**src/crcfr_pkg.sv**
```systemverilog
// Package with the types, codes and CRC function of the frame receiver.
package crcfr_pkg;

  typedef enum logic [5:0] {
    PH_HUNT = 6'b000001,
    PH_HDR  = 6'b000010,
    PH_PAY  = 6'b000100,
    PH_CRCH = 6'b001000,
    PH_CRCL = 6'b010000,
    PH_SKIP = 6'b100000
  } phase_t;

  localparam logic [2:0] ST_OK      = 3'd0;
  localparam logic [2:0] ST_NOSYNC  = 3'd1;
  localparam logic [2:0] ST_TOOLONG = 3'd2;
  localparam logic [2:0] ST_TRUNC   = 3'd3;
  localparam logic [2:0] ST_BADCRC  = 3'd4;

  localparam int unsigned REG_ADDR_W = 4;

  typedef logic [1:0] reg_index_t;
  localparam reg_index_t REG_PREAMBLE = 2'd0;
  localparam reg_index_t REG_START    = 2'd1;
  localparam reg_index_t REG_LIMIT    = 2'd2;

  localparam logic [7:0] PREAMBLE_RESET = 8'h55;
  localparam logic [7:0] START_RESET    = 8'hD5;
  localparam logic [7:0] LIMIT_RESET    = 8'hFF;

  localparam logic [15:0] CRC_POLY = 16'h1021;
  localparam logic [15:0] CRC_INIT = 16'hFFFF;

  typedef struct packed {
    logic       kind;
    logic [7:0] payload;
    logic [2:0] status;
    logic [7:0] length;
    logic [7:0] source;
    logic [7:0] dest;
    logic [7:0] fkind;
  } result_t;

  function automatic logic [15:0] crc_step(input logic [15:0] crc_in, input logic [7:0] data);
    logic [15:0] c;
    c = crc_in ^ {data, 8'h00};
    for (int k = 0; k < 8; k++) begin
      if (c[15]) begin
        c = {c[14:0], 1'b0} ^ CRC_POLY;
      end else begin
        c = {c[14:0], 1'b0};
      end
    end
    return c;
  endfunction

endpackage

```
**src/crc_frame_receiver_unit.sv**
```systemverilog
// Top level of the byte-serial frame receiver with CRC-16 check.
//
// Raw bytes of a buffer enter on the byte channel (byte_valid, byte_stall), one byte per
// cycle while byte_stall is low, the last byte of a buffer marked by end_of_buffer.
// After a preamble byte directly followed by the start byte, the block takes length,
// source, destination and type, passes each payload byte on as a provisional result
// word, and ends every buffer with one status word that carries the header and the
// outcome of the CRC-16 check. The result receiver is to drop the payload of a frame
// whose status is not ok; the block does not. A byte is processed in the cycle it is
// accepted and its result is registered; one byte per cycle is sustained, limited only
// by the result receiver. While result_stall is high the output register holds its word
// and a one-word skid register absorbs the next result; byte_stall rises only when that
// skid register is full. Reset clears the valid flags of the output and skid registers,
// returns the deframer to hunting for a start byte and loads the register defaults.
// Registers are written through the APB-style port at byte addresses 0, 4 and 8.
module crc_frame_receiver_unit (
  input  logic                                clk,
  input  logic                                rst,
  input  logic                                psel,
  input  logic                                penable,
  input  logic                                pwrite,
  input  logic [crcfr_pkg::REG_ADDR_W-1:0]    paddr,
  input  logic [31:0]                         pwdata,
  output logic [31:0]                         prdata,
  output logic                                pready,
  input  logic                                byte_valid,
  output logic                                byte_stall,
  input  logic [7:0]                          raw_byte,
  input  logic                                end_of_buffer,
  output logic                                result_valid,
  input  logic                                result_stall,
  output logic                                result_kind,
  output logic [7:0]                          payload_byte,
  output logic [2:0]                          frame_status,
  output logic [7:0]                          frame_length,
  output logic [7:0]                          source_id,
  output logic [7:0]                          dest_id,
  output logic [7:0]                          frame_kind
);
  import crcfr_pkg::*;

  logic [7:0] preamble_value;
  logic [7:0] start_value;
  logic [7:0] payload_limit;

  phase_t      phase, phase_next;
  logic [7:0]  previous_byte, previous_byte_next;
  logic        previous_valid, previous_valid_next;
  logic [15:0] running_crc, running_crc_next;
  logic [7:0]  length_held, length_held_next;
  logic [7:0]  source_held, source_held_next;
  logic [7:0]  dest_held, dest_held_next;
  logic [7:0]  kind_held, kind_held_next;
  logic [7:0]  byte_count, byte_count_next;
  logic [7:0]  crc_high_held, crc_high_held_next;

  result_t     out_word, skid_word, new_word;
  logic        skid_valid;
  logic        new_valid;
  logic        accept;
  logic        cfg_write;
  reg_index_t  reg_index;
  logic [15:0] crc_after;
  logic [7:0]  count_inc;
  logic        restart;

  assign pready    = 1'b1;
  assign reg_index = paddr[REG_ADDR_W-1:2];
  assign cfg_write = psel && penable && pwrite && pready;

  always_ff @(posedge clk) begin
    if (rst) begin
      preamble_value <= PREAMBLE_RESET;
      start_value    <= START_RESET;
      payload_limit  <= LIMIT_RESET;
    end else if (cfg_write) begin
      case (reg_index)
        REG_PREAMBLE: preamble_value <= pwdata[7:0];
        REG_START:    start_value    <= pwdata[7:0];
        REG_LIMIT:    payload_limit  <= pwdata[7:0];
        default:      ;
      endcase
    end
  end

  always_comb begin
    case (reg_index)
      REG_PREAMBLE: prdata = {24'd0, preamble_value};
      REG_START:    prdata = {24'd0, start_value};
      REG_LIMIT:    prdata = {24'd0, payload_limit};
      default:      prdata = 32'd0;
    endcase
  end

  assign byte_stall = skid_valid;
  assign accept     = byte_valid && !byte_stall;
  assign crc_after  = crc_step(running_crc, raw_byte);
  assign count_inc  = byte_count + 8'd1;

  always_comb begin
    phase_next          = phase;
    previous_byte_next  = previous_byte;
    previous_valid_next = previous_valid;
    running_crc_next    = running_crc;
    length_held_next    = length_held;
    source_held_next    = source_held;
    dest_held_next      = dest_held;
    kind_held_next      = kind_held;
    byte_count_next     = byte_count;
    crc_high_held_next  = crc_high_held;
    restart             = 1'b0;
    new_valid           = 1'b0;
    new_word            = '0;
    new_word.kind       = 1'b1;

    case (phase)
      PH_HUNT: begin
        if (end_of_buffer) begin
          new_valid     = 1'b1;
          new_word.status = ST_NOSYNC;
          restart       = 1'b1;
        end else if (previous_valid && previous_byte == preamble_value &&
                     raw_byte == start_value) begin
          phase_next       = PH_HDR;
          byte_count_next  = 8'd0;
          running_crc_next = CRC_INIT;
        end else begin
          previous_byte_next  = raw_byte;
          previous_valid_next = 1'b1;
        end
      end
      PH_HDR: begin
        running_crc_next = crc_after;
        case (byte_count[1:0])
          2'd0:    length_held_next = raw_byte;
          2'd1:    source_held_next = raw_byte;
          2'd2:    dest_held_next   = raw_byte;
          default: kind_held_next   = raw_byte;
        endcase
        if (byte_count[1:0] == 2'd0 && raw_byte > payload_limit) begin
          new_valid       = 1'b1;
          new_word.status = ST_TOOLONG;
          phase_next      = PH_SKIP;
          restart         = end_of_buffer;
        end else if (end_of_buffer) begin
          new_valid       = 1'b1;
          new_word.status = ST_TRUNC;
          restart         = 1'b1;
        end else if (byte_count[1:0] == 2'd3) begin
          byte_count_next = 8'd0;
          phase_next      = (length_held == 8'd0) ? PH_CRCH : PH_PAY;
        end else begin
          byte_count_next = count_inc;
        end
      end
      PH_PAY: begin
        if (end_of_buffer) begin
          new_valid       = 1'b1;
          new_word.status = ST_TRUNC;
          restart         = 1'b1;
        end else begin
          running_crc_next = crc_after;
          new_valid        = 1'b1;
          byte_count_next  = count_inc;
          if (count_inc >= length_held) begin
            phase_next = PH_CRCH;
          end
        end
      end
      PH_CRCH: begin
        if (end_of_buffer) begin
          new_valid       = 1'b1;
          new_word.status = ST_TRUNC;
          restart         = 1'b1;
        end else begin
          crc_high_held_next = raw_byte;
          phase_next         = PH_CRCL;
        end
      end
      PH_CRCL: begin
        new_valid       = 1'b1;
        new_word.status = ({crc_high_held, raw_byte} == running_crc) ? ST_OK : ST_BADCRC;
        phase_next      = PH_SKIP;
        restart         = end_of_buffer;
      end
      PH_SKIP: begin
        restart = end_of_buffer;
      end
      default: begin
        restart = 1'b1;
      end
    endcase

    if (new_valid && phase == PH_PAY && !end_of_buffer) begin
      new_word.kind    = 1'b0;
      new_word.payload = raw_byte;
    end else begin
      new_word.length = length_held_next;
      new_word.source = source_held_next;
      new_word.dest   = dest_held_next;
      new_word.fkind  = kind_held_next;
    end

    if (restart) begin
      phase_next          = PH_HUNT;
      previous_byte_next  = 8'd0;
      previous_valid_next = 1'b0;
      running_crc_next    = CRC_INIT;
      length_held_next    = 8'd0;
      source_held_next    = 8'd0;
      dest_held_next      = 8'd0;
      kind_held_next      = 8'd0;
      byte_count_next     = 8'd0;
      crc_high_held_next  = 8'd0;
    end
  end

  always_ff @(posedge clk) begin
    if (rst) begin
      phase          <= PH_HUNT;
      previous_byte  <= 8'd0;
      previous_valid <= 1'b0;
      running_crc    <= CRC_INIT;
      length_held    <= 8'd0;
      source_held    <= 8'd0;
      dest_held      <= 8'd0;
      kind_held      <= 8'd0;
      byte_count     <= 8'd0;
      crc_high_held  <= 8'd0;
    end else if (accept) begin
      phase          <= phase_next;
      previous_byte  <= previous_byte_next;
      previous_valid <= previous_valid_next;
      running_crc    <= running_crc_next;
      length_held    <= length_held_next;
      source_held    <= source_held_next;
      dest_held      <= dest_held_next;
      kind_held      <= kind_held_next;
      byte_count     <= byte_count_next;
      crc_high_held  <= crc_high_held_next;
    end
  end

  always_ff @(posedge clk) begin
    if (rst) begin
      result_valid <= 1'b0;
      skid_valid   <= 1'b0;
    end else if (!result_valid || !result_stall) begin
      result_valid <= skid_valid || (accept && new_valid);
      skid_valid   <= 1'b0;
    end else if (accept && new_valid) begin
      skid_valid <= 1'b1;
    end
  end

  always_ff @(posedge clk) begin
    if (!result_valid || !result_stall) begin
      out_word <= skid_valid ? skid_word : new_word;
    end else if (accept && new_valid) begin
      skid_word <= new_word;
    end
  end

  assign result_kind  = out_word.kind;
  assign payload_byte = out_word.payload;
  assign frame_status = out_word.status;
  assign frame_length = out_word.length;
  assign source_id    = out_word.source;
  assign dest_id      = out_word.dest;
  assign frame_kind   = out_word.fkind;

  a_skid_behind_out: assert property (@(posedge clk) disable iff (rst)
    skid_valid |-> result_valid)
    else $error("skid register full while output register is empty");

  a_status_clean: assert property (@(posedge clk) disable iff (rst)
    (result_valid && result_kind) |-> (payload_byte == 8'd0 && frame_status <= ST_BADCRC))
    else $error("status word carries payload or an unknown status");

  a_payload_clean: assert property (@(posedge clk) disable iff (rst)
    (result_valid && !result_kind) |-> (frame_status == ST_OK && frame_length == 8'd0 &&
                                        source_id == 8'd0 && dest_id == 8'd0))
    else $error("payload word carries header fields");

  a_eob_restarts: assert property (@(posedge clk) disable iff (rst)
    (accept && end_of_buffer) |=> (phase == PH_HUNT && !previous_valid))
    else $error("deframer did not restart after buffer end");

  a_payload_in_frame: assert property (@(posedge clk) disable iff (rst)
    (accept && phase == PH_PAY) |-> (byte_count < length_held))
    else $error("payload count ran past the frame length");

endmodule
```
**config.mk**
```make
export PLATFORM = sky130hd
export DESIGN_NAME = crc_frame_receiver_unit
export DESIGN_NICKNAME = d
export VERILOG_FILES = /design/src/crcfr_pkg.sv /design/src/crc_frame_receiver_unit.sv
export SDC_FILE = /design/constraint.sdc
export NUM_CORES = 1
export LEC_CHECK = 0
export BUFFER_PORTS_ARGS = -buffer_cell sky130_fd_sc_hd__buf_2
export CAP_MARGIN = 20
export CELL_PAD_IN_SITES_DETAIL_PLACEMENT = 1
export CELL_PAD_IN_SITES_GLOBAL_PLACEMENT = 2
export CORE_MARGIN = 5
export CORE_UTILIZATION = 38
export CTS_BUF_LIST = sky130_fd_sc_hd__clkbuf_4 sky130_fd_sc_hd__clkbuf_8
export DETAILED_ROUTE_END_ITERATION = 10
export GPL_TIMING_DRIVEN = 0
export MAX_ROUTING_LAYER = met4
export PLACE_DENSITY_LB_ADDON = 0.1
export SLEW_MARGIN = 5
export SYNTH_ARGS = -nofsm -noshare
export SYNTH_HDL_FRONTEND = slang
export SYNTH_SLANG_ARGS = --single-unit
```
**constraint.sdc**
```tcl
create_clock -name clk -period 6.1 [get_ports clk]
set_input_delay 0.61 -clock clk [delete_from_list [all_inputs] [get_ports clk]]
set_output_delay 0.61 -clock clk [all_outputs]
set_load 0.03 [all_outputs]
```
### Word level (Yosys, flattened, before mapping)

Index checks and enable logic that the tools add are counted.

* register bits: 193
* latch bits: 0
* RAM bits: 0
* memory bits (read-only): 0
* bits of input ports: 52
* output and inout bits: 79
* word-level logic and storage cells: 174
* memories kept: 0

* $add $sub $neg: 1
* multipliers: 0
* divide/modulo/power cells: 0
* $lt $le $gt $ge: 2
* equal/unequal tests: 25
* shift operators: 0
* mux-type cells: 69
* bitwise gates (word level): 10
* reduce and logical (&&, ||, !) cells: 38

Operators with widths (count)
* $mux W8: 26
* $mux W13: 8
* $mux W16: 4
* $mux W6: 9
* $pmux W16 S3: 1
* $pmux W8 S3: 2
* $mux W44: 1
* $mux W32: 1
* $pmux W6 S5: 1
* $not A3 Y3: 8
* $ne A3 B3 Y1 const B: 7
* $eq A16 B16 Y1: 1
* $eq A8 B8 Y1: 2
* $xor A16 B16 Y16: 1
* $pmux W3 S4: 1
* $reduce_or A2 Y1: 5
* $logic_and A1 B1 Y1: 9
* $mux W9: 1
* $reduce_and A9 Y1: 1
* $add A8 B1 Y8 const B: 1
* $ge A8 B8 Y1: 1
* $gt A8 B8 Y1: 1
* $logic_not A8 Y1: 1
* $mux W1: 8
* 28 further kinds: 44

### Depth between registers and ports, before layout

Gate-level depths: netlist of the first run.

* depth after elaboration: 20
* mapped depth: 12

### Worst setup path after synthesis of the first run

Ideal clock, no wire load.

* kind: input -> register
* start: input raw_byte[0]
* end: register skid_word[0] (netlist name), enable pin
* setup time: 0.446 ns
* data arrival time: 3.852 ns
* required time: 5.654 ns
* slack: 1.803 ns
* stages on the path: 10
* path buffers: 1
* cells stage by stage: clkbuf_1 -> inv_1 -> ha_1 -> nor2b_1 -> o211ai_1 -> a21oi_1 -> o211ai_1 -> a21oi_1 -> o31ai_1 -> nor2_1

* cells in the longest elaborated chain, start to end: 6

Ends and longest elaborated chain
* start: declaration: line crc_frame_receiver_unit.sv:28 `input logic [7:0] raw_byte,`
* $gt A8 B8 Y1: line crc_frame_receiver_unit.sv:140 `if (byte_count[1:0] == 2'd0 && raw_byte > payload_limit) begin`
* $logic_and A1 B1 Y1: line crc_frame_receiver_unit.sv:140
* $mux W1: line crc_frame_receiver_unit.sv:140
* $pmux W1 S3: line crc_frame_receiver_unit.sv:116 `case (phase)`
* $logic_and A1 B1 Y1: line crc_frame_receiver_unit.sv:259 `end else if (accept && new_valid) begin`
* $reduce_and A2 Y1 (no source line)
* end signal: assignment: line crc_frame_receiver_unit.sv:260 `skid_word <= new_word;`
* end: declaration: line crc_frame_receiver_unit.sv:57 `result_t out_word, skid_word, new_word;`

No other way between the ends.
A chain may end at the register's enable or synchronous reset.

### Worst setup path in the final report of the first run

* start: input raw_byte[0]
* end: register skid_word[7] (netlist name), enable pin

The elaborated chain is that of the path after synthesis.

==> metrics, run 1 <==
r2r setup slk between 2000 and 3000 ps; Setup WS pre-CTS between 1500 and 2000 ps; Ys Warns 0; Syn Inst Count approximately 950; TritonCTS Buffers 17; Vias/cell a little over 5; die area about 0.028 mm²; FMAX between 200 and 300 MHz; Yosys reg bits a little under 200; Antenna Cells 0; Buf/Inv on CP 3; total track usage just under 20%; setup bufs post-CTS 0; most instantiated cells after synthesis nor2_1, dfxtp_1, nand2_1; met2 Use GR between 30% and 40%; Vert. Die Dim roughly 170 µm; arrival time worst endpoint between 3000 and 4000 ps; CP max FO 31; path type of the worst min-delay path input pin to flop; vias in the first global route 7462; CP max stage delay 570 ps; Slew Limit Fails 0; Post-synth EDFFs 88; post-cts gate resize count 0; Setup Skew 22.9 ps; post-synthesis mux area share 8.20%; hold slack between 300 and 400 ps; startpoint of the worst register-to-register path phase[4]; Largest delay share family, worst path buffers and inverters; wire length of the first global-routing pass 42800 µm; Yosys cell types 56; post-synthesis compound-gate area fraction a little under an eighth; routed via count 7207; Hold Violations, Final 0; Worst Path Required approximately 6300 ps; area delta synth->final 14.5%; setup ws final around 2500 ps; clk_lat worst skew roughly 470 ps; Port Buffer Count 78; Clock transition at path regs 110 ps; Final min period between 3000 and 4000 ps; Worst path depth 10; grt peak-use layer met2; global routing usage on met3 under 10%; initial DRC count 401; crit end category flop; Worst-Margin Slew 1070 ps; Synth Area in Adders 2.79%; RSZ-0062 raised after global routing false; run status complete, no violations; CTS max path bufs 2; Placer Congestion 0.790; CP Cell Sequence clkbuf_1, inv_1, ha_1, nand4_1, or2_2, o211ai_1, a21oi_1, o31ai_1, nor2_4, buf_12; CTS H-tree depth 4; residual DRC count 0; CTS sink count just under 200; fin nets between 1000 and 1500; Leak between 0.004 and 0.005 µW; Die Wd ~170 µm; Core Area between 0.02 and 0.025 mm²; Row Count 57; largest area contributor in the netlist edfxtp_1; crit path capture skid_word[7]; Max Cap Viol 0; synthesized area ~0.0094 mm²; Crit Reg-Reg Endpoint skid_word[7]; clock root cell clkbuf_8; share of cells above drive strength 1 ~15%; Rel. slew slack 28.9%; sequential fraction of the synthesis area roughly 50%; syn avg cell area between 9 and 10 µm²; dominant cells by area after synthesis edfxtp_1, dfxtp_1, mux2i_1, nor2_1, nand2_1; io pins 131; final instance area roughly 0.011 mm²; Routed Antenna Nets 0; post-placement cell area approximately 0.010 mm²; Top FF cell, synth dfxtp_1; r2r worst-path depth 10; largest family of logic cells by synthesized area simple AND/OR/NAND/NOR gates; first-pass iteration count of the detailed router 4; most common cell in the netlist nor2_1; P per Cell Area 251 mW/mm²; simple-gate portion of the synthesized area around 16%; drt total wl between 20000 and 30000 µm; initial antenna violation count 0; async set-reset flop share out of synthesis 0%; cts-stage hold buffer count 0; GR Overflow Total 0; starting density of the core between 30% and 40%; CP startpoint raw_byte[0]; Setup CP Type input pin to flop; setup violators final 0; post-synth top area share between 20 and 30%; largest net degree at the start of global routing 41; M1 GR Usage between 20% and 30%; Synth Area in XOR/XNOR 6.05%; startpoint types input pin; slowest stage cell, crit path o31ai_1; DP Wirelength about 20000 µm; Peak VDD IR 0.141 mV; TritonCTS clock tree yes; Core Util, Final 44.2%; post-route setup TNS 0 ps; final period utilization 58.8%; post-DR wirelength/cell 19.2 µm
cells in the final DEF, fill, tap and decap left out, types with 4 or more instances in the layout:
master	n
clkbuf_1	55
clkbuf_8	17
a22oi_1	32
buf_1	4
dfxtp_1	105
mux2i_1	67
nand3_1	26
a211oi_1	5
o21ai_0	38
xnor2_1	36
nor2_1	127
nand2_1	91
clkinv_8	5
buf_4	26
edfxtp_1	88
conb_1	25
nand4_1	7
mux2_2	9
o31ai_1	36
buf_2	82
and2_1	14
ha_1	21
nor4_1	24
o211ai_1	11
a21oi_1	16
inv_1	23
nor3_1	7
xor2_1	29
flip-flops by register name, indices dropped and copies added (netlist names), 3 cells and up:
register	flops
kind_held	8
frame_status	3
skid_word	44
previous_byte	8
running_crc	16
length_held	8
frame_kind	8
frame_length	8
payload_byte	8
byte_count	8
source_held	8
payload_limit	8
source_id	8
start_value	8
crc_high_held	8
preamble_value	8
dest_held	8
dest_id	8
phase	6
per-stage QoR:
step,std cells,total power (µW)
finish,1409,2710
global route,1409,2820
CTS,1409,2730
detailed placement,1377,1860
global placement,1374,1860
floorplan,972,1730
layer usage:
layer / part of all wire (%) / wire (µm)
met1: 48 / 12900
met2: 49 / 13200
met3: 2.6 / 715
met4: 0.86 / 233
met5: 0 / 0
final cells by class:
| cell class | instances | area, µm² |
|---|---|---|
| plain buffers | 89 | 440 |
| clock buffers | 18 | 241 |
| clock inverters | 14 | 179 |
| fillers | 2844 | 13600 |
| inverters | 24 | 90.1 |
| multi-input cells | 666 | 4240 |
| flip-flops and latches | 193 | 4740 |
| well taps | 324 | 405 |
| repair buffers | 81 | 438 |
power breakdown:
part | internal, µW | switching, µW
sequential | 1390 | 16.9
combinational | 129 | 301
clock | 351 | 523
worst min-delay path by stage:
stage | startpoint | to | slack (ps) | cells after the start
2_1_floorplan | start_value[1] | start_value[1] | 460 | 2
3_3_place_gp | start_value[1] | start_value[1] | 470 | 2
3_5_place_dp | start_value[3] | start_value[3] | 490 | 2
4_1_cts | pwdata[4] | preamble_value[4] | 370 | 3
5_1_grt | pwdata[2] | preamble_value[2] | 380 | 3
6_report | pwdata[2] | preamble_value[2] | 390 | 3
worst register-to-register path: stages (launching register included):
cell and delay [ps]:
dfxtp_1 320, clkbuf_1 210, or4b_1 550, nand2b_1 230, nor2_1 140, buf_2 310, o211ai_1 250, a21oi_1 210
o31ai_1 160, nor2_4 440, buf_12 270
logic make-up after synthesis:
logic type | count (synthesis)
fa+ha+maj | 21
other cells | 2
xor+xnor | 65
simple gates | 322
buf+inv | 113
mux | 76
compound gates | 157
flops | 193
No activity file was read; power rests on OpenSTA's default activity.
==> inputs of run 2 (changes only) <==
--- a/config.mk
+++ b/config.mk
@@ -10,7 +10,7 @@
 export CELL_PAD_IN_SITES_DETAIL_PLACEMENT = 1
 export CELL_PAD_IN_SITES_GLOBAL_PLACEMENT = 2
 export CORE_MARGIN = 5
-export CORE_UTILIZATION = 38
+export CORE_UTILIZATION = 34
 export CTS_BUF_LIST = sky130_fd_sc_hd__clkbuf_4 sky130_fd_sc_hd__clkbuf_8
 export DETAILED_ROUTE_END_ITERATION = 10
 export GPL_TIMING_DRIVEN = 0
==> constraint.sdc (replaced) <==
create_clock -name clk -period 2.9 [get_ports clk]
set_input_delay 0.29 -clock clk [delete_from_list [all_inputs] [get_ports clk]]
set_output_delay 0.29 -clock clk [all_outputs]
set_load 0.03 [all_outputs]
==> metrics, run 2 (synthesis results as in run 1) <==
post-DR wirelength/cell 19.3 µm (+0.62%); Antenna Cells 0 (unchanged); Vert. Die Dim 176 µm (+5.4%); final std cells w/o fill 1475 (+4.7%); startpoint of the worst register-to-register path phase[2]; Flop pwr share 50.4% (-1.4 points); r2r setup slk 60 ps (-2620 ps); setup violators final 0 (unchanged); Regs by FF count skid_word (44), running_crc (16); die area 0.0311 mm² (+11%); run status complete, no violations; r2r worst-path depth 11 (+1); vias in the first global route 7441 (-0.28%); CTS max path bufs 2 (unchanged); Max Cap Viol 0 (unchanged); TritonCTS Buffers 17 (unchanged); CP startpoint phase[2]; combinational power share 16.7% (+0.8 points); Core Area 0.0276 mm² (+13%); Setup Skew 22.0 ps (-0.902 ps); Setup CP Type flop to flop; io pins 131 (unchanged); Hold Violations, Final 0 (unchanged); final period utilization 97.8%; clock root cell clkbuf_8; Peak VDD IR 0.233 mV (+66%); Worst Path Required 3090 ps (-3230 ps); Worst-Margin Slew 958 ps (-109 ps); drt total wl 28500 µm (+5.3%); Port Buffer Count 78 (unchanged); RSZ-0062 raised after global routing true; TritonCTS clock tree yes; starting density of the core 34.2% (-4.4 points); crit path capture skid_word[20]; fin nets 1157 (+1.0%); fillers 3165 (+11%); Top reg by flops skid_word; initial antenna violation count 0 (unchanged); total track usage 18.8% (-1.0 points); Pint 3990 µW (+110%); wire length of the first global-routing pass 44100 µm (+3.0%); share of cells above drive strength 1 21.1% (+6.0 points); Die Wd 176 µm (+5.4%); CP max stage delay 580 ps (about the same); placed cell count 1431 (+3.9%); initial DRC count 324 (-19%); total power 5860 µW (+120%); CP max FO 15 (-52%); Reg area 0.00476 mm² (+0.37%); arrival time worst endpoint 3030 ps (-770 ps); P per Cell Area 521 mW/mm² (+110%); Routed Antenna Nets 0 (unchanged); largest net degree at the start of global routing 41 (unchanged); slowest stage cell, crit path or4b_4; DP Wirelength 20600 µm (+3.0%); Sw Ratio 31.9% (+0.88 points); area of the multi-input gates 0.00445 mm² (+4.9%); Leak 0.00461 µW (+4.0%); cts-stage hold buffer count 0 (unchanged); Clock transition at path regs 120 ps (about the same); hold_sp pwdata[4]; Crit Reg-Reg Endpoint skid_word[20]; Vias/cell 4.92 (-3.9%); power share of the clock group 32.9% (+0.6 points); first-pass iteration count of the detailed router 5 (+1); Final min period around 2800 ps; most frequent cells in the layout nor2_1, dfxtp_1, nand2_1; Rel. slew slack 35.6% (+6.8 points); CTS H-tree depth 4 (unchanged); net switching power figure 1870 µW (+120%); GR Overflow Total 0 (unchanged); Hold Path Stages 3 (unchanged); routed via count 7253 (+0.64%); Slew Limit Fails 0 (unchanged); residual DRC count 0 (unchanged); max reg flops 44 (unchanged); Placer Congestion 0.820 (+3.7%); commonest non-fill, non-tap cell in the layout nor2_1; crit end category flop; clk_lat worst skew 480 ps (about the same); CP Cell Sequence clkbuf_4, or4b_4, nand2b_4, nor2_2, buf_6, o211ai_1, a21oi_2, o31ai_4, nor2_4, buf_12, clkbuf_16; startpoint types flop; path type of the worst min-delay path input pin to flop; CTS sink count 193 (unchanged); area delta synth->final 19.6%; Row Count 61 (+7.0%); FMAX about 350 MHz
## run 2: cell types whose count changed in the layout (fill, tap and decap cells not counted), moves of 5 or more
cell      change
clkbuf_2     +12
dfxtp_1       -6
ha_1          -5
clkbuf_1     -17
nor2_1        -7
ha_4          +5
buf_4        +13
## run 2: worst min-delay path by stage
stage | endpoint
after floorplan | phase[0]
after global placement | start_value[1]
after detailed placement | byte_count[7]
after CTS | preamble_value[4]
after global routing | preamble_value[4]
final | preamble_value[4]
## run 2: cell type report
class	count	area share (%)
Buffer	84	4.00
Clock buffer	17	2.08
Clock inverter	15	1.78
Inverter	24	0.822
Multi-Input combinational cell	666	39.5
Sequential cell	193	42.3
Tap cell	378	4.20
Timing Repair Buffer	98	5.35
## run 2: routing by layer
layer	up-vias	track usage [%]	routed length, µm
met5	-	-	0
met4	0	4.03	329
met3	23	2.38	730
met2	129	30.5	13800
met1	3523	25.6	13700
li1	3578	-	-
## run 2: worst max-delay path: cells and delay by family (launching register included)
kind            cells  cell delay [ps]
buf+inv             4              590
compound gates      3              560
simple gates        4             1090
flops               1              320
## run 2: metrics by stage
step	hold slack, ps	worst slack (ps)	setup TNS, ps	area (µm²)	utilization [%]
global route	48.8	-42.7	-831	11300	40.9
finish	61.3	64.6	0	11300	40.9
floorplan	389	1.79	0	9530	-
detailed placement	493	-862	-55640	10500	37.9
global placement	471	-1230	-74510	10400	37.7
CTS	36.1	-58.1	-58.1	11000	40.0
## run 2: repair_timing
| action | CTS | global route |
|---|---|---|
| pin swaps | 3 | 10 |
| gates cloned | 0 | 1 |
| resized for setup | 22 | 54 |
| buffers inserted | 10 | 6 |
| endpoints found under the setup margin | 125 | 139 |
## run 2: power groups by stage
stage | Sequential [µW] | Combinational, µW | Clock (µW)
floorplan | 3110 | 539 | 0
global placement | 3020 | 915 | 0
detailed placement | 3020 | 926 | 0
CTS | 2950 | 960 | 1990
global route | 2970 | 1060 | 2100
finish | 2960 | 980 | 1930
==> inputs of run 3 (changes only) <==
--- a/config.mk
+++ b/config.mk
@@ -5,12 +5,13 @@
 export SDC_FILE = /design/constraint.sdc
 export NUM_CORES = 1
 export LEC_CHECK = 0
+export ABC_AREA = 1
 export BUFFER_PORTS_ARGS = -buffer_cell sky130_fd_sc_hd__buf_2
 export CAP_MARGIN = 20
 export CELL_PAD_IN_SITES_DETAIL_PLACEMENT = 1
 export CELL_PAD_IN_SITES_GLOBAL_PLACEMENT = 2
-export CORE_MARGIN = 5
-export CORE_UTILIZATION = 34
+export CORE_MARGIN = 8
+export CORE_UTILIZATION = 32
 export CTS_BUF_LIST = sky130_fd_sc_hd__clkbuf_4 sky130_fd_sc_hd__clkbuf_8
 export DETAILED_ROUTE_END_ITERATION = 10
 export GPL_TIMING_DRIVEN = 0
==> metrics, run 3 <==
CP max stage delay 390 ps (-190 ps); Yosys reg bits 193 (unchanged); Setup CP Type flop to flop; starting density of the core 32.2% (-2.0 points); sequential fraction of the synthesis area 48.7% (-1.7 points); hold_sp pwdata[0]; Vias/cell 4.81 (-2.2%); drt total wl 32300 µm (+13%); Hold Path Stages 3 (unchanged); arrival time worst endpoint 2910 ps (-120 ps); Max Cap Viol 0 (unchanged); Ys Warns 0 (unchanged); Row Count 64 (+4.9%); cts-stage hold buffer count 0 (unchanged); die area 0.0363 mm² (+17%); Worst path depth 8 (-3); most frequent cells in the layout nand2_1, nor2_1, dfxtp_1; commonest non-fill, non-tap cell in the layout nand2_1; Top FF cell, synth dfxtp_1; total track usage 18.8% (-0.068 points); hold slack 51.8 ps (-9.50 ps); FMAX 368 MHz (+4.4%); CP Cell Sequence clkinv_1, nand2_1, inv_1, clkbuf_2, clkbuf_2, nand3_1, nor2_4, buf_12; io pins 131 (unchanged); Setup Skew 21.3 ps (-0.701 ps); DP Wirelength 24500 µm (+19%); Setup WS pre-CTS -539 ps (+323 ps); final instance area 0.0112 mm² (-0.90%); Routed Antenna Nets 0 (unchanged); CP startpoint byte_stall; most common cell in the netlist nand2_1; CTS max path bufs 2 (unchanged); Largest delay share family, worst path buffers and inverters; startpoint types flop; slowest stage cell, crit path dfxtp_1; syn avg cell area 7.92 µm² (-20%); Worst Path Required 3090 ps (about the same); max reg flops 44 (unchanged); r2r setup slk 180 ps (+120 ps); synthesized area 0.00974 mm² (+3.5%); Hold Violations, Final 0 (unchanged); placed cell count 1729 (+21%); share of cells above drive strength 1 13.3% (-7.7 points); post-synth top area share 27.1% (-0.95 points); post-placement cell area 0.0108 mm² (+3.0%); Antenna Cells 0 (unchanged); setup ws final 183 ps (+119 ps); Syn Inst Count 1230 (+30%); Placer Congestion 0.827 (+0.87%); path type of the worst min-delay path input pin to flop; CTS H-tree depth 4 (unchanged); startpoint of the worst register-to-register path byte_stall; CP dominant cell by count clkbuf_2; post-DR wirelength/cell 18.4 µm (-5.1%); Yosys cell types 37 (-34%); wire length of the first global-routing pass 51100 µm (+16%); Leak 0.00510 µW (+11%); Slew Limit Fails 0 (unchanged); Port Buffer Count 78 (unchanged); vias in the first global route 8905 (+20%); GR Overflow Total 0 (unchanged); largest net degree at the start of global routing 40 (-2.4%); area delta synth->final 14.6%; routed via count 8473 (+17%); clk_lat worst skew 500 ps (+20 ps); residual DRC count 0 (unchanged); clock root cell clkbuf_8; CP max FO 30 (+15); r2r worst-path depth 8 (-3); Clock transition at path regs 120 ps (about the same); Top reg by flops skid_word; TritonCTS Buffers 17 (unchanged); initial DRC count 395 (+22%); Vert. Die Dim 190 µm (+8.0%); setup violators final 0 (unchanged); TritonCTS clock tree yes; P per Cell Area 668 mW/mm² (+28%); Post-synth EDFFs 88 (unchanged); fin nets 1426 (+23%); final period utilization 93.7% (-4.1 points); async set-reset flop share out of synthesis 0% (unchanged); fillers 3743 (+18%); Rel. slew slack 47.9% (+12 points); most instantiated cells after synthesis nand2_1, nor2_1, dfxtp_1; final std cells w/o fill 1762 (+19%); Worst-Margin Slew 782 ps (-176 ps); Buf/Inv on CP 5 (+1); Core Area 0.0303 mm² (+9.9%); crit end category flop; largest area contributor in the netlist edfxtp_1; CTS sink count 193 (unchanged); run status complete, no violations; dominant cells by area after synthesis edfxtp_1, dfxtp_1, nand2_1, o21ai_0, nor2_1; Peak VDD IR 0.219 mV (-6.1%); initial antenna violation count 0 (unchanged); Regs by FF count skid_word (44), running_crc (16); Final min period 2720 ps (-119 ps); first-pass iteration count of the detailed router 5 (unchanged); Die Wd 190 µm (+8.0%)
[run 3: changes by cell type in the layout (fill, tap and decap cells not counted), sizes merged, moves of 15 or more]
cell    before  now
nand2       92  352
inv         32  114
o21ai       39  107
mux2i       67    0
a21oi       16   63
nand3       26   63
o31ai       36    0
a22oi       32    0
or2          2   25
nor4        24    2
clkbuf      70   51
xor2        29   14
[run 3: area by class of cell]
cell class / count / area [µm²] / share of cell area, %
clock buffer: 17 / 234 / 2.10
multi-input combinational: 881 / 4310 / 38.6
sequential: 193 / 4750 / 42.5
clock inverter: 15 / 124 / 1.11
inverter: 109 / 409 / 3.67
tap: 396 / 495 / 4.44
timing repair buffer: 81 / 450 / 4.04
buffer: 70 / 392 / 3.51
[run 3: what timing repair did]
item,CTS,global route
gates cloned,0,0
buffers inserted,1,0
endpoints found under the setup margin,44,50
hold endpoints to repair,0,0
pin swaps,1,0
resized for setup,1,6
[run 3: per-layer routing]
layer / GRT usage (%) / vias up / wire length, µm
li1: - / 4213 / -
met2: 32.7 / 136 / 16300
met3: 2.76 / 31 / 1010
met1: 22.4 / 4093 / 14500
met4: 4.80 / 0 / 531
met5: - / - / 0
[run 3: report_power, final]
part	total (µW)	leakage, µW	switching [µW]	internal, µW
Combinational	2330	0.00315	1610	726
Clock	1750	0.000177	1130	620
Sequential	3380	0.00178	209	3170
[run 3: final timing paths]
kind / end
max: skid_word[11]
min: payload_limit[0]
max reg2reg: skid_word[11]
min reg2reg: start_value[6]
[run 3: cells by family after synthesis]
family,synth area share [%]
and+or+nand+nor,25.4
AOI/OAI and AO/OA,11.7
DFF,48.7
buffers and inverters,8.19
xor gates and xnor gates,3.24
adders and majority gates,2.70
other,0.0771
[run 3: stage by stage]
stage	TNS, ps	total power (µW)	utilization (%)
final	0	7460	36.9
after global routing	-15.5	7960	36.9
after CTS	0	7560	36.8
after detailed placement	-20260	5800	35.6
after global placement	-38810	5750	35.4
after floorplan	0	5060	-
[run 3: worst min-delay path, delay by kind of cell]
kind / cells / cell delay [ps]
and+or+nand+nor: 2 / 130
buffers and inverters: 1 / 110
